**src/sv/apr_pkg.sv**
```systemverilog
// ----------------------------------------------------------------------------
// apr_pkg
// Shared types and constants for the aging page replacement block.
// ----------------------------------------------------------------------------
package apr_pkg;

    localparam int FRAMES    = 32;
    localparam int HIST_BITS = 8;
    localparam int PAGE_W    = 31;
    localparam int ADDR_W    = 32;
    localparam int CFG_IDX_W = 2;
    localparam int CFG_DAT_W = 16;
    localparam int IDX_W     = (FRAMES > 1) ? $clog2(FRAMES) : 1;
    localparam int CNT_W     = $clog2(FRAMES + 1);

    localparam logic [HIST_BITS-1:0] HIST_TOP = {1'b1, {(HIST_BITS-1){1'b0}}};

    // register indexes on the configuration port
    localparam logic [CFG_IDX_W-1:0] CFG_PAGE_OFFSET    = 2'd0;
    localparam logic [CFG_IDX_W-1:0] CFG_FRAME_COUNT    = 2'd1;
    localparam logic [CFG_IDX_W-1:0] CFG_SHIFT_INTERVAL = 2'd2;

    // search word handed from cell to cell
    typedef struct packed {
        logic                 hit;
        logic [IDX_W-1:0]     hit_idx;
        logic [CNT_W-1:0]     used;
        logic                 free_ok;
        logic [IDX_W-1:0]     free_idx;
        logic                 best_ok;
        logic [HIST_BITS-1:0] best_hist;
        logic [IDX_W-1:0]     best_rank;
        logic [IDX_W-1:0]     best_idx;
        logic [PAGE_W-1:0]    best_page;
        logic                 best_dirty;
    } t_scan;

    // update broadcast from the controller to every cell
    typedef struct packed {
        logic              en;
        logic              load;
        logic              evict;
        logic [IDX_W-1:0]  slot;
        logic [IDX_W-1:0]  vrank;
        logic [IDX_W-1:0]  new_rank;
        logic [PAGE_W-1:0] page;
        logic              wr;
        logic              shift;
    } t_cmd;

endpackage

```
**src/sv/apr_cell.sv**
```systemverilog
// ----------------------------------------------------------------------------
// apr_cell
// One frame: page, valid, dirty, history and load rank, plus one stage of
// the lookup / victim search word that walks along the row of cells.
// ----------------------------------------------------------------------------
module apr_cell import apr_pkg::*; (
    input  logic              i_clk,
    input  logic              i_rst_n,
    input  logic [IDX_W-1:0]  i_idx,
    input  logic [PAGE_W-1:0] i_page,
    input  t_scan             i_scan,
    input  t_cmd              i_cmd,
    output t_scan             o_scan
);

    logic                 r_valid;
    logic                 r_dirty;
    logic [HIST_BITS-1:0] r_hist;
    logic [IDX_W-1:0]     r_rank;
    logic [PAGE_W-1:0]    r_page;
    t_scan                r_scan;

    logic                 n_valid;
    logic                 n_dirty;
    logic [HIST_BITS-1:0] n_hist;
    logic [IDX_W-1:0]     n_rank;
    logic [PAGE_W-1:0]    n_page;
    t_scan                n_scan;

    logic                 w_me;
    logic [HIST_BITS-1:0] w_hist_base;
    logic [HIST_BITS-1:0] w_hist_set;

    // search stage
    always_comb begin
        n_scan = i_scan;
        if (r_valid) begin
            n_scan.used = i_scan.used + CNT_W'(1);
            if (!i_scan.hit && (r_page == i_page)) begin
                n_scan.hit     = 1'b1;
                n_scan.hit_idx = i_idx;
            end
            // ranks are unique among valid frames, so the key is strict
            if (!i_scan.best_ok ||
                ({r_hist, r_rank} < {i_scan.best_hist, i_scan.best_rank})) begin
                n_scan.best_ok    = 1'b1;
                n_scan.best_hist  = r_hist;
                n_scan.best_rank  = r_rank;
                n_scan.best_idx   = i_idx;
                n_scan.best_page  = r_page;
                n_scan.best_dirty = r_dirty;
            end
        end else if (!i_scan.free_ok) begin
            n_scan.free_ok  = 1'b1;
            n_scan.free_idx = i_idx;
        end
    end

    // update on broadcast
    always_comb begin
        w_me        = i_cmd.slot == i_idx;
        n_valid     = r_valid;
        n_dirty     = r_dirty;
        n_rank      = r_rank;
        n_page      = r_page;
        w_hist_base = r_hist;
        if (i_cmd.load && w_me) begin
            n_valid     = 1'b1;
            n_page      = i_cmd.page;
            n_dirty     = i_cmd.wr;
            n_rank      = i_cmd.new_rank;
            w_hist_base = '0;
        end else if (i_cmd.load && i_cmd.evict && r_valid && (r_rank > i_cmd.vrank)) begin
            n_rank = r_rank - IDX_W'(1);
        end
        if (!i_cmd.load && w_me && i_cmd.wr) begin
            n_dirty = 1'b1;
        end
        w_hist_set = w_me ? (w_hist_base | HIST_TOP) : w_hist_base;
        n_hist     = i_cmd.shift ? (w_hist_set >> 1) : w_hist_set;
    end

    always_ff @(posedge i_clk) begin
        if (!i_rst_n) begin
            r_valid <= 1'b0;
            r_dirty <= 1'b0;
            r_hist  <= '0;
            r_rank  <= '0;
        end else if (i_cmd.en) begin
            r_valid <= n_valid;
            r_dirty <= n_dirty;
            r_hist  <= n_hist;
            r_rank  <= n_rank;
        end
    end

    always_ff @(posedge i_clk) begin
        if (i_cmd.en) begin
            r_page <= n_page;
        end
        r_scan <= n_scan;
    end

    assign o_scan = r_scan;

endmodule

```
**config.mk**
```make
export PLATFORM = sky130hd
export DESIGN_NAME = apr_cell
export DESIGN_NICKNAME = d
export VERILOG_FILES = /design/src/sv/apr_pkg.sv /design/src/sv/apr_cell.sv
export SDC_FILE = /design/constraint.sdc
export NUM_CORES = 1
export LEC_CHECK = 0
export BUFFER_PORTS_ARGS = -buffer_cell sky130_fd_sc_hd__buf_2
export CAP_MARGIN = 20
export CORE_AREA = 4 4 123 125
export DETAILED_ROUTE_END_ITERATION = 6
export DIE_AREA = 0 0 127 129
export MAX_ROUTING_LAYER = met4
export PLACE_DENSITY = 0.69
export SETUP_SLACK_MARGIN = 0.02
export SLEW_MARGIN = 20
export SYNTH_ARGS = -nofsm -noshare
export SYNTH_HDL_FRONTEND = slang
export SYNTH_SLANG_ARGS = --single-unit
```
**constraint.sdc**
```tcl
create_clock -name i_clk -period 3.53 [get_ports i_clk]
set_clock_uncertainty 0.15 [all_clocks]
set_input_delay 0.353 -clock i_clk [delete_from_list [all_inputs] [get_ports i_clk]]
set_output_delay 0.353 -clock i_clk [all_outputs]
set_load 0.005 [all_outputs]
```
-- Yosys cells after proc, flatten, opt, wreduce, memory -nomap -nowiden
Index checks and enable logic that the tools add are counted.
- flip-flop bits (word level): 115
- bits in latches: 0
- memory bits (writable): 0
- memory bits (read-only): 0
- bits of input ports: 158
- logic and storage cells: 51
- memories kept: 0
- add/sub/neg operators: 2
- multiply operators: 0
- div/mod/pow operators: 0
- $lt $le $gt $ge: 2
- equality and inequality tests: 2
- shift-type cells: 0
- mux-type cells: 13
- bitwise gates (word level): 0
- reduce and logical (&&, ||, !) cells: 16
- operator list (cell ; number):
    51-bit 2-to-1 mux ; 2
    31-bit == test ; 1
    8-bit 2-to-1 mux ; 3
    5-bit 2-to-1 mux ; 3
    13-bit less-than comparator ; 1
    12-bit 2-to-1 mux ; 1
    6-bit 2-to-1 mux ; 2
    1-bit logical AND ; 7
    6-bit by 1-bit adder with 6-bit output (second input constant) ; 1
    2-bit AND reduction ; 3
    5-bit == test ; 1
    5-bit > comparator ; 1
    5-bit by 1-bit subtractor with 5-bit output (second input constant) ; 1
    2-bit nonzero test ; 2
    1-bit zero test ; 3
    1-bit 2-to-1 mux ; 2
    1-bit logical OR ; 1

-- Longest topological paths before layout
- depth in word-level cells: 5
- gate-level depth with buffers: 9
- gate-level depth less buffers: 7

-- Least setup slack after synthesis
Ideal clock, no wire load.
- kind: in2reg
- start: in i_idx[2]
- end: reg r_page[0], enable pin
- library setup time: 0.386 ns
- data arrival time: 1.680 ns
- required time: 2.994 ns
- path slack: 1.314 ns
- stages: 4
- path through: xor2_1 nor3_4 nand3_4 inv_1
- cells in the longest elaborated chain, start to end: 3
- ends and longest elaborated chain (element ; RTL line ; text):
    start, declared ; apr_cell.sv:9 ; input logic [IDX_W-1:0] i_idx,
    5-bit == test ; apr_cell.sv:61 ; w_me = i_cmd.slot == i_idx;
    1-bit logical AND ; apr_cell.sv:67 ; if (i_cmd.load && w_me) begin
    2-bit AND reduction (no line) ; - ;
    end signal, assigned ; apr_cell.sv:99 ; r_page <= n_page;
    end, declared ; apr_cell.sv:20 ; logic [PAGE_W-1:0] r_page;
Every way passes these cells.
A chain may end at the register's enable or synchronous reset.

==> out/results.ini <==
[layout]
areaGrowthSynthToFinish_pct=35.1
fillCellCount=1219
drive_gt1_frac=0.311
multiInputGateArea_mm2=0.00318
register_area_mm2=0.00262
final_nets=1109
final_util=0.604

[global_routing]
antenna_found_initial=0
grt_max_degree=71
grt_pass1_wl_um=31900
grt_pass1_vias=6334
grtUsageTotal=0.251
overflow=0

[setup_path]
timing.critical_path.buf_inv=1
crit_fanout=33
crit_slowest_cell=o221ai_4
cp.required_ps=3730
crit_start=r_rank[4]$_SDFFE_PN0P_
worst_setup_path_end_kind=register
max_stage_delay_ps=850
critPathKind=reg -> reg
cp_common_cell=nand4_1
reg2reg_from=r_rank[4]$_SDFFE_PN0P_
crit_family=compound AO/OA/AOI/OAI gates
cp_data_arrival_time_ps=2790
path_cells=ha_1 > nand4_1 > o221ai_4 > buf_4 > nand4_1 > nand3_1
startpoint_type=register

[floorplanning]
start_util=0.447
die-area_mm2=0.0164
die_w_um=127
core_mm2=0.0139
die_h_um=129
io_pins=227
rows=43

[routing]
final_antenna_net_count=0
wl_per_cell_um=18.0
via_per_inst=5.76
routed_wl_um=20200
drc_errors=0
dr.pass1.iters=5
vias=6478
detailedRoute.firstIterationViolations=498

[sta]
period_share=0.735
maxSlewViolCount=0
rsz0062_at_grt=false
tns_ps=0
worst_pin_slew_ps=1040
finalHoldViolations=0
max_freq_mhz=385
setup_viol=0
period_minus_slack_ps=2590
slew_headroom=0.309
post-route-worst-setup-slack_ps=936

[logic_synthesis]
synth-seq-cells=115
synth.cell_area_mm2=0.00621
synth_top_area_share=0.271
post-synth-top-count-cell=dfxtp_1
ys_top_cells_by_area=dfxtp_1 27%, edfxtp_1 15%, nand4_1 6.3%
synth_area_leader_cell=dfxtp_1
synthArstFlopShare=0
syn-num-nets=878
ys_warn_count=0
netlist_instances=701
synthDistinctLibCells=54
synth-edff-count=31
synth_commonest_cells=84 x dfxtp_1, 63 x nand4_1, 60 x inv_1, 58 x nand2_1, 51 x a31oi_1
seq_area_frac_synth=0.421
synth_ff_type=dfxtp_1
syn_avg_cell_area_um2=8.86

[placement]
portBuffers=226
pre_cts_ws_ps=830
gp_congestion=0.847
dpl.hpwl_um=13800

[clock_network]
cts_root_buffer=clkbuf_16
cts_hold_buffers=35
cts_made_buffers=17
cts_setup_buffers=0
htreeDepth=4
cts_resized=0
cts.sinks=115
clk_pin_slew_ps=50
clock_latency_ps=410
cts_buffer_depth=2
tritoncts=done

[power]
p_leak_nw=3.55
p_per_area_mw_per_mm2=416
ir_drop_mv=0.270

[worst_hold_path]
min-delay-start=i_scan[64]
hp-class=in -> reg

[flow_run]
drv_cap=0

[status]
status=finished, final reports clean

[registers in the layout, indices dropped and copies added (netlist names)]
register,flops
r_hist,8
r_page,31
r_valid,1
r_rank,5
o_scan,69
r_dirty,1
[cell families (layout without fill, tap and decap cells)]
logic type | after synthesis | in the layout | synth area share
adders and majority gates | 19 | 19 | 0.0383
and+or+nand+nor | 200 | 200 | 0.169
buffers and inverters | 120 | 363 | 0.0746
xor gates and xnor gates | 41 | 41 | 0.0578
muxes | 14 | 14 | 0.0248
DFF | 115 | 115 | 0.421
other | 0 | 1 | 0
AOI/OAI and AO/OA | 192 | 192 | 0.215
[layout by cell type (no fill, tap or decap), types with 4 or more instances in the layout]
cell type / Yosys / layout
nand4_1: 63 / 63
a21oi_1: 8 / 8
edfxtp_1: 31 / 31
inv_1: 60 / 60
xor2_1: 5 / 5
dfxtp_1: 84 / 83
o311ai_0: 4 / 4
buf_2: 7 / 225
o21ai_0: 39 / 39
nand2_1: 58 / 58
o22ai_1: 14 / 14
a21o_1: 5 / 4
clkbuf_1: 47 / 4
o311ai_1: 10 / 10
xnor2_1: 36 / 36
clkbuf_16: 0 / 17
nor2_1: 17 / 17
o2111ai_1: 36 / 36
mux2_2: 11 / 11
clkbuf_8: 0 / 5
buf_4: 1 / 11
a31oi_1: 51 / 51
ha_1: 19 / 19
a32oi_1: 7 / 7
nand3_1: 39 / 39
dlygate4sd3_1: 0 / 35
[per-layer routing]
layer  wire length [um]  global-route usage
met5                  0                   -
met4                567              0.0946
met3               1760              0.0664
met2               9970               0.416
met1               7920               0.294
[worst paths after layout]
check | endpoint | slack, ps | depth (start not counted)
max | o_scan[26]$_DFF_P_ | 940 | 6
min | o_scan[64]$_DFF_P_ | 20 | 2
max reg2reg | o_scan[26]$_DFF_P_ | 940 | 6
min reg2reg | r_dirty$_SDFFE_PN0P_ | 340 | 2
[through the flow]
stage                     hold WS [ps]  cells  power (mW)  instance area [um2]
after global placement             331   1058        1.85                 7470
after detailed placement           329   1058        1.85                 7470
after CTS                         3.64   1124        3.51                 8390
after floorplan                    292    701        1.64                 6210
after global routing              13.9   1124        3.63                 8390
final                             17.1   1125        3.49                 8390
[final cells by class]
type	instances	share of cell area
clock buffer	26	0.0607
inverter	60	0.0268
timing repair buffer	272	0.188
antenna	1	0.000298
tap	180	0.0268
multi-input combinational	466	0.379
sequential	115	0.312
clock inverter	5	0.00626
[report_power, final]
group | internal (mW) | total [mW] | leakage [nW] | switching [mW]
clock | 1.05 | 1.63 | 0.276 | 0.578
combinational | 0.209 | 0.423 | 2.29 | 0.215
sequential | 1.41 | 1.43 | 0.983 | 0.0222
Power figures use the tool's default switching activity.
